===== src/hw/rtl/rrecs_pkg.sv =====
// Shared types and constants for the round-robin event port scanner.
package rrecs_pkg;

    // Width of an event port number on the request and result channels.
    localparam int PORT_W = 12;

    // Request kinds.
    typedef enum logic [1:0] {
        KIND_RAISE  = 2'd0,
        KIND_MASK   = 2'd1,
        KIND_UNMASK = 2'd2,
        KIND_POLL   = 2'd3
    } kind_t;

    // Controller states.
    typedef enum logic [2:0] {
        ST_IDLE,
        ST_DECODE,
        ST_UPDATE,
        ST_SCAN,
        ST_RESULT
    } state_t;

    // Commands from the controller to the datapath.
    typedef struct packed {
        logic load;      // capture the request, prime the scan pointers
        logic decode;    // split the port number, read its word
        logic update;    // write back a raise, mask or unmask
        logic scan_run;  // advance the poll scan pipeline
        logic emit;      // move the result into the output register
    } cmd_t;

    // Status from the datapath to the controller.
    typedef struct packed {
        logic scan_done; // poll found a port or ran out of words
        logic out_free;  // output register can take a result this cycle
    } sts_t;

endpackage


===== src/hw/rtl/rrecs_ctrl.sv =====
// Controller state machine: sequences decode, update, scan and result hand-off.
module rrecs_ctrl (
    input  logic               aclk,
    input  logic               aresetn,
    input  logic               s_valid,
    input  logic [1:0]         s_kind,
    output logic               s_ready,
    output rrecs_pkg::cmd_t    cmd,
    input  rrecs_pkg::sts_t    sts
);

    rrecs_pkg::state_t state_reg;
    rrecs_pkg::state_t state_next;

    always_ff @(posedge aclk) begin
        if (!aresetn) begin
            state_reg <= rrecs_pkg::ST_IDLE;
        end else begin
            state_reg <= state_next;
        end
    end

    always_comb begin
        state_next = state_reg;
        cmd        = '0;
        s_ready    = 1'b0;
        unique case (state_reg)
            rrecs_pkg::ST_IDLE: begin
                s_ready = 1'b1;
                if (s_valid) begin
                    cmd.load = 1'b1;
                    if (s_kind == rrecs_pkg::KIND_POLL) begin
                        state_next = rrecs_pkg::ST_SCAN;
                    end else begin
                        state_next = rrecs_pkg::ST_DECODE;
                    end
                end
            end
            rrecs_pkg::ST_DECODE: begin
                cmd.decode = 1'b1;
                state_next = rrecs_pkg::ST_UPDATE;
            end
            rrecs_pkg::ST_UPDATE: begin
                cmd.update = 1'b1;
                state_next = rrecs_pkg::ST_RESULT;
            end
            rrecs_pkg::ST_SCAN: begin
                cmd.scan_run = 1'b1;
                if (sts.scan_done) begin
                    state_next = rrecs_pkg::ST_RESULT;
                end
            end
            rrecs_pkg::ST_RESULT: begin
                if (sts.out_free) begin
                    cmd.emit   = 1'b1;
                    state_next = rrecs_pkg::ST_IDLE;
                end
            end
            default: begin
                state_next = rrecs_pkg::ST_IDLE;
            end
        endcase
    end

endmodule


===== config.mk =====
export PLATFORM = sky130hd
export DESIGN_NAME = rrecs_ctrl
export DESIGN_NICKNAME = d
export VERILOG_FILES = /design/src/hw/rtl/rrecs_pkg.sv /design/src/hw/rtl/rrecs_ctrl.sv
export SDC_FILE = /design/constraint.sdc
export NUM_CORES = 1
export LEC_CHECK = 0
export ABC_AREA = 1
export BUFFER_PORTS_ARGS = -buffer_cell sky130_fd_sc_hd__buf_2
export CAP_MARGIN = 20
export CORE_AREA = 2 2 39 41
export CTS_BUF_LIST = sky130_fd_sc_hd__clkbuf_8
export DETAILED_ROUTE_END_ITERATION = 10
export DIE_AREA = 0 0 41 43
export PLACE_DENSITY = 0.45
export SYNTH_ARGS = -nofsm -noshare
export SYNTH_HDL_FRONTEND = slang
export SYNTH_SLANG_ARGS = --single-unit

===== constraint.sdc =====
create_clock -name aclk -period 1.1 [get_ports aclk]
set_clock_uncertainty 0.05 [all_clocks]
set_input_delay 0.11 -clock aclk [delete_from_list [all_inputs] [get_ports aclk]]
set_output_delay 0.11 -clock aclk [all_outputs]
set_load 0.005 [all_outputs]

# Word-level counts from Yosys, hierarchy flattened
# Cells that the tools add are included.
[classes] n_eq_ne=8 mux=13 n_reduce_logical=2
[op_table] cell="$pmux W3 S5" count=1
[op_table] cell="$mux W3" count=3
[op_table] cell="$mux W1" count=8
[op_table] cell="$eq A3 B2 Y1 const B" count=2
[op_table] cell="$ne A2 B2 Y1 const B" count=3
[op_table] cell="$eq A3 B1 Y1 const B" count=1
[op_table] cell="$eq A3 B3 Y1 const B" count=1
[op_table] cell="$logic_not A3 Y1" count=1
[op_table] cell="$reduce_and A3 Y1" count=1
[op_table] cell="$eq A2 B2 Y1 const B" count=1
[op_table] cell="$mux W2" count=1
[totals] register_bits=3 input_bits=7 output_inout_bits=6

# Logic depth before layout (Yosys ltp)
# Gate-level depths: netlist of the first run.
[logic_depth] ltp_word=4 mapped_depth=7 depth_no_buf=7

# Worst setup path before layout of the first run
# OpenSTA, ideal clock, no wires.
[synth_timing] kind="register to register" start="register state_reg[0]" end="register state_reg[1]" setup_ps=113 arrival_ps=828 t_required_ps=937 setup_slack_ps=109 stages_incl_launch_ff=7 n_path_buf=0 cell_sequence="dfxtp_1 -> nor2_1 -> nand3_1 -> nand3_2 -> nand2_1 -> nand2_1 -> nor2_1"
[synth_between] elab_chain_len=3 word_cells_on_any_way=10 cone_classes="7 x eq/ne; 1 x mux; 2 x reduce/logical"
[synth_lines] element="from (decl)" line="rrecs_ctrl.sv:12" rtl="rrecs_pkg::state_t state_reg;"
[synth_lines] element="from (signal assigned)" line="rrecs_ctrl.sv:17" rtl="state_reg <= rrecs_pkg::ST_IDLE;"
[synth_lines] element="from (signal assigned)" line="rrecs_ctrl.sv:19" rtl="state_reg <= state_next;"
[synth_lines] element="$eq A3 B2 Y1 (tied with other cells)" line="rrecs_ctrl.sv:27" rtl="unique case (state_reg)"
[synth_lines] element="$ne A2 B2 Y1 (no source line)"
[synth_lines] element="$reduce_and A3 Y1 (no source line)"
# Parallel ways exist; a longest one is shown, timed or not.
# A chain may end at the register's enable or synchronous reset.

==> results of run 1 <==
power breakdown:
group / internal [W] / switching (W) / leakage (nW)
sequential: 0.000151 / 0.0000557 / 0.0267
clock: 0.000237 / 0.0000714 / 0.0269
combinational: 0.000201 / 0.000189 / 0.175
worst max path at each step:
stage / to / slack (ns) / depth (start not counted)
2_1_floorplan: state_reg[1] / 0.11 / 6
3_3_place_gp: cmd[4] / 0.004 / 6
3_5_place_dp: cmd[4] / 0.03 / 6
4_1_cts: cmd[0] / -0.14 / 3
5_1_grt: cmd[0] / -0.16 / 3
6_report: cmd[0] / -0.13 / 3
per-stage QoR:
step	area, µm²	setup WS [ns]	util [%]	std cells
finish	428	-0.129	30.9	71
detailed placement	309	0.0257	22.3	64
global placement	309	0.00406	22.3	64
CTS	405	-0.143	29.3	69
floorplan	214	0.109	-	34
global route	428	-0.159	30.9	71
cell families after synthesis:
| kind of cell | after synthesis | share of synthesized area, % |
|---|---|---|
| AOI/OAI and AO/OA | 2 | 6.44 |
| buffers and inverters | 7 | 12.3 |
| DFF | 3 | 28.1 |
| and+or+nand+nor | 22 | 53.2 |
metal layers:
metal  vias to the layer above  wire, µm  track usage (%)
met5                         -         0                0
met2                         9       282             10.9
met4                         0         0             2.00
li1                        148         -                -
met3                         0        48             4.71
met1                       107       254             9.29
layout by cell type, fill, tap and decap left out, drive strengths merged, types with 3 or more instances in the layout:
master,n
buf,17
nor2,8
nand2,8
inv,8
nand3,4
clkbuf,3
dfxtp,3
area by class of cell:
class / count / area (µm²)
clock buffer: 3 / 41.3
inverter: 7 / 28.8
timing repair buffer: 17 / 109
tap: 16 / 20.0
multi-input combinational: 24 / 154
sequential: 3 / 71.3
clock inverter: 1 / 3.75
fill: 156 / 956
synthesized netlist by cell type:
library cell,instances
sky130_fd_sc_hd__inv_1,6
sky130_fd_sc_hd__inv_2,1
sky130_fd_sc_hd__o22ai_1,1
sky130_fd_sc_hd__nand2_2,2
sky130_fd_sc_hd__dfxtp_1,3
sky130_fd_sc_hd__nor2_4,1
sky130_fd_sc_hd__nand2_1,6
sky130_fd_sc_hd__nor3_1,1
sky130_fd_sc_hd__a21boi_1,1
sky130_fd_sc_hd__nand3_2,2
sky130_fd_sc_hd__nand3_1,2
sky130_fd_sc_hd__nor4_1,1
sky130_fd_sc_hd__nor2_1,7
what timing repair did:
action                                  in CTS  in global routing
pin swaps                                    3                  4
setup buffers                                1                  2
gates resized for setup                     14                  6
endpoints found under the setup margin       5                  7
cloned                                       0                  0
critical path: stages (launching register included):
cell                      delay, ns
sky130_fd_sc_hd__dfxtp_4       0.35
sky130_fd_sc_hd__buf_6         0.11
sky130_fd_sc_hd__nor4_2        0.24
sky130_fd_sc_hd__buf_2         0.15
==> Flow_metrics.wiki, run 1 <==
{| class="wikitable"
! Metric !! Value
|-
| Run status || complete, but fails checks
|-
| Violated checks || negative setup slack
|-
| Cell types with the largest area share after synthesis || sky130_fd_sc_hd__dfxtp_1 (28%), sky130_fd_sc_hd__nor2_1 (12%), sky130_fd_sc_hd__inv_1 (11%), sky130_fd_sc_hd__nand2_1 (11%), sky130_fd_sc_hd__nand3_2 (9.4%)
|-
| Routed wire length || a little under 600 µm
|-
| Clock sink count || 3
|-
| Critical path start-end classification || reg -> out
|-
| Area delta synth->final || 100%
|-
| TritonCTS clock tree || done
|-
| Cell count after synthesis || 34
|-
| Synth unique cells || 13
|-
| Source-to-sink clock delay at the later pin of the worst-skew pair || between 0.2 and 0.25 ns
|-
| Hold EP || state_reg[1]
|-
| Standard-cell rows || 14
|-
| Start point of the critical path || state_reg[0]
|-
| Leakage power of the design || approximately 0.23 nW
|-
| Total core area || between 1000 and 1500 µm²
|-
| Floorplan die width || roughly 41 µm
|-
| Sort of element at the end of the critical path || primary output
|-
| P per Cell Area || 2110 nW/µm²
|-
| Cell taking the most area after synthesis || sky130_fd_sc_hd__dfxtp_1
|-
| Classification of the worst-slack hold path || in -> reg
|-
| Remaining max-slew budget at the tightest pin || 87.5%
|-
| Die Y || 43 µm
|-
| Hold-fix buffers at CTS || 0
|-
| Element type at the critical path start || flip-flop
|-
| Bufs on Longest Clock Path || 2
|-
| Syn Area/Cell || ~6.3 µm²
|-
| Clock slew at the register clock pins of the worst setup and hold paths || 0.03 ns
|-
| Inserted Diodes || 0
|-
| DRC marker count from the first detailed-route iteration || 3
|-
| Antenna violations before repair || 0
|-
| DRC Markers || 0
|-
| Total power || slightly above 0.0009 W
|-
| Via count of the first global-routing pass || 236
|-
| Peak supply drop || 1.02 mV
|-
| CTS Root Buffer Type || sky130_fd_sc_hd__clkbuf_8
|-
| Warnings, synthesis || 0
|-
| Post-DP HPWL || roughly 420 µm
|-
| Total negative setup slack || -0.252 ns
|-
| Inserted Clock Buffers || 3
|-
| Highest clock rate || ~0.8 GHz
|-
| Count of nets after finishing || 63
|-
| Number of ports placed on the die boundary || 13
|-
| Number of pins exceeding their max-slew limit in the final report || 0
|-
| Port-buffer cells || 12
|-
| Synth Register Bits || 3
|-
| Global-route wire length before repair || between 800 and 900 µm
|-
| Routability congestion estimate || ~0.68
|-
| Flop-to-flop setup slack || approximately 0.04 ns
|-
| Final setup fails || 3
|-
| Max-Cap Viols || 0
|-
| Total number of H-tree levels || 1
|-
| Number of vias per cell || approximately 3.7
|-
| Die footprint || 1760 µm²
|-
| Maximum fanout along the worst path || 3
|-
| Flip-flop count of the largest register after layout || 3
|-
| Startpoint of the lowest-slack hold path || aresetn
|-
| WL/cell || 8.23 µm
|-
| Remaining antenna violation count || 0
|-
| Post-synthesis sequential area ratio || between 20 and 30%
|-
| Worst hold slack || ~0.085 ns
|-
| Cell area after synthesis || around 210 µm²
|-
| Final critical-path setup slack || -0.129 ns
|-
| Initial core utilization || between 10% and 20%
|-
| Overall track demand over capacity in global routing || 7.62%
|-
| Data required time of the critical path || approximately 0.94 ns
|-
| Number of instances on the worst hold path || 3
|-
| Min Clock Period, post-route || 1.23 ns
|-
| Startpoint of the worst-slack reg-to-reg timing path || state_reg[1]
|-
| Post-synthesis net count || 41
|-
| Crit path arrival time || 1.07 ns
|-
| R2r endpoint || state_reg[1]
|-
| Fraction of the cycle the final worst path needs || 112%
|-
| Final hold violations || 0
|-
| Fraction of final layout cells with drive strength greater than 1 || 69.1%
|-
| Final global-route overflow total || 0
|-
| Length of the first detailed-routing pass in iterations || 3
|-
| Transition time at the pin with the least slew margin || around 0.19 ns
|-
| Cell count of the worst reg-to-reg path || 7
|-
| RSZ-0062 raised after global routing || yes
|-
| Total vias in the final route || roughly 260
|-
| Pin count of the biggest net entering global routing || 6
|-
| Area fraction of the dominant cell type after synthesis || 28.1%
|}
Power figures use the tool's default switching activity.
==> run 2, diff against run 1 <==
--- a/config.mk
+++ b/config.mk
@@ -9,10 +9,10 @@
 export BUFFER_PORTS_ARGS = -buffer_cell sky130_fd_sc_hd__buf_2
 export CAP_MARGIN = 20
 export CORE_AREA = 2 2 39 41
-export CTS_BUF_LIST = sky130_fd_sc_hd__clkbuf_8
 export DETAILED_ROUTE_END_ITERATION = 10
 export DIE_AREA = 0 0 41 43
 export PLACE_DENSITY = 0.45
+export REMOVE_ABC_BUFFERS = 1
 export SYNTH_ARGS = -nofsm -noshare
 export SYNTH_HDL_FRONTEND = slang
 export SYNTH_SLANG_ARGS = --single-unit
==> run 2 against run 1 <==
Compared with the run above: the run still ends with negative setup slack left; power is 5.2% lower; design area increased by 2.3%; first-iteration DRC count decreased by 33%; sequential power decreased by 3%; fmax down 1.6%; hold slack lost 0.024 ns; critical path depth did not move; non-clock buffer count rose by 2; core utilization rose by 0.72 points; highest routed layer unchanged; global-route usage down 0.40 points.
==> Flow_metrics.wiki, run 2 (synthesis results as in run 1) <==
{| class="wikitable"
! Metric !! Value
|-
| Run status || complete, but fails checks
|-
| Violated checks || negative setup slack
|-
| Clock sink count || 3
|-
| Inserted Diodes || 0
|-
| Die Y || around 43 µm
|-
| Final critical-path setup slack || -0.149 ns
|-
| Flip-flop count of the largest register after layout || 3
|-
| Initial core utilization || between 10% and 20%
|-
| Overall track demand over capacity in global routing || under 10%
|-
| Min Clock Period, post-route || about 1.2 ns
|-
| Classification of the worst-slack hold path || in -> reg
|-
| TritonCTS clock tree || done
|-
| # fillers || 153
|-
| WL/cell || 8.37 µm
|-
| Transition time at the pin with the least slew margin || 0.184 ns
|-
| Standard-cell rows || 14
|-
| Flip-flop and latch area || slightly above 70 µm²
|-
| Routability congestion estimate || 0.683
|-
| Number of vias per cell || 3.66
|-
| Hold-fix buffers at CTS || 0
|-
| P per Cell Area || 1960 nW/µm²
|-
| Source-to-sink clock delay at the later pin of the worst-skew pair || about 0.23 ns
|-
| Number of pins exceeding their max-slew limit in the final report || 0
|-
| Data required time of the critical path || ~0.94 ns
|-
| Multi-input logic area || between 150 and 200 µm²
|-
| RSZ-0062 raised after global routing || yes
|-
| Leading cell types in the layout, fill and taps excluded || sky130_fd_sc_hd__buf_2 (11), sky130_fd_sc_hd__nor2_1 (6), sky130_fd_sc_hd__buf_4 (5), sky130_fd_sc_hd__nand2_2 (4)
|-
| Post-DP HPWL || roughly 420 µm
|-
| Inserted Clock Buffers || 3
|-
| Area delta synth->final || 105%
|-
| Final global-route overflow total || 0
|-
| Highest clock rate || roughly 0.8 GHz
|-
| Count of nets after finishing || 65
|-
| Maximum fanout along the worst path || 3
|-
| DRC marker count from the first detailed-route iteration || 2
|-
| Die footprint || approximately 1800 µm²
|-
| Fraction of final layout cells with drive strength greater than 1 || a little under three quarters
|-
| Bufs on Longest Clock Path || 2
|-
| Final hold violations || 0
|-
| Floorplan die width || approximately 41 µm
|-
| Peak supply drop || a little under 0.8 mV
|-
| Leakage power of the design || roughly 0.25 nW
|-
| Fraction of the cycle the final worst path needs || 114%
|-
| CTS Root Buffer Type || sky130_fd_sc_hd__clkbuf_4
|-
| Worst hold slack || 0.0614 ns
|-
| Total core area || around 1400 µm²
|-
| Remaining antenna violation count || 0
|-
| Total vias in the final route || ~270
|-
| Routed wire length || roughly 610 µm
|-
| Number of ports placed on the die boundary || 13
|-
| Via count of the first global-routing pass || approximately 240
|-
| Port-buffer cells || 12
|-
| Remaining max-slew budget at the tightest pin || 87.6%
|-
| Utilization after layout || between 30% and 40%
|-
| Clock slew at the register clock pins of the worst setup and hold paths || ~0.040 ns
|-
| Most common library cell in the layout ignoring fill and taps || sky130_fd_sc_hd__buf_2
|-
| Final setup fails || 7
|-
| Max-Cap Viols || 0
|-
| Sort of element at the end of the critical path || primary output
|-
| Element type at the critical path start || flip-flop
|-
| Total number of H-tree levels || 1
|-
| DRC Markers || 0
|-
| Pin count of the biggest net entering global routing || 6
|-
| Global-route wire length before repair || between 800 and 900 µm
|-
| Crit path arrival time || ~1.1 ns
|-
| Length of the first detailed-routing pass in iterations || 3
|-
| Critical path start-end classification || reg -> out
|-
| Antenna violations before repair || 0
|}
## run 2: changes by cell type in the layout (fill, tap and decap cells not counted), sizes merged
cell / change
buf: +2
clkbuf: +1
inv: -1
## run 2: final timing paths
kind	startpoint	slack (ns)	cells after the start	to
max	state_reg[0]	-0.15	3	cmd[0]
min	aresetn	0.06	3	state_reg[1]
max reg2reg	state_reg[0]	-0.01	7	state_reg[1]
min reg2reg	state_reg[2]	0.56	3	state_reg[0]
## run 2: timing repair
item | 4_1_cts | 5_1_grt
endpoints found under the setup margin | 5 | 8
setup buffers | 2 | 3
gates resized for setup | 15 | 7
endpoints found under the hold margin | 0 | 0
pin swaps | 4 | 5
## run 2: layout make-up
cell class	count	share of cell area [%]
Sequential cell	3	16.3
Tap cell	16	4.57
Timing Repair Buffer	19	28.9
Multi-Input combinational cell	24	37.7
Clock buffer	4	6.00
Inverter	7	6.57
## run 2: routing by layer
layer | part of all wire [%] | GRT usage, %
met5 | 0 | 0
met4 | 0 | 2.00
met3 | 8.8 | 4.71
met2 | 46 | 9.69
met1 | 45 | 9.29
## run 2: stage by stage
step                      TNS (ns)  power (W)  cell area (µm²)  instances  setup WS, ns
final                       -0.488   0.000858              438         73        -0.149
after global routing        -0.795   0.000921              438         73        -0.179
after CTS                   -0.498   0.000765              393         70        -0.169
after detailed placement         0   0.000461              309         64        0.0257
after global placement           0   0.000465              309         64       0.00406
after floorplan                  0   0.000349              214         34         0.109
## run 2: critical path, cell delays in order, from the launching register on
cell and delay, ns:
sky130_fd_sc_hd__dfxtp_4 0.35, sky130_fd_sc_hd__buf_6 0.11, sky130_fd_sc_hd__nor4_2 0.24, sky130_fd_sc_hd__buf_2 0.15
## run 2: where the power goes
part	switching (W)	internal (W)	total, W
Sequential	0.0000490	0.000151	0.000200
Combinational	0.000218	0.000243	0.000462
Clock	0.0000602	0.000136	0.000196
Total	0.000328	0.000530	0.000858
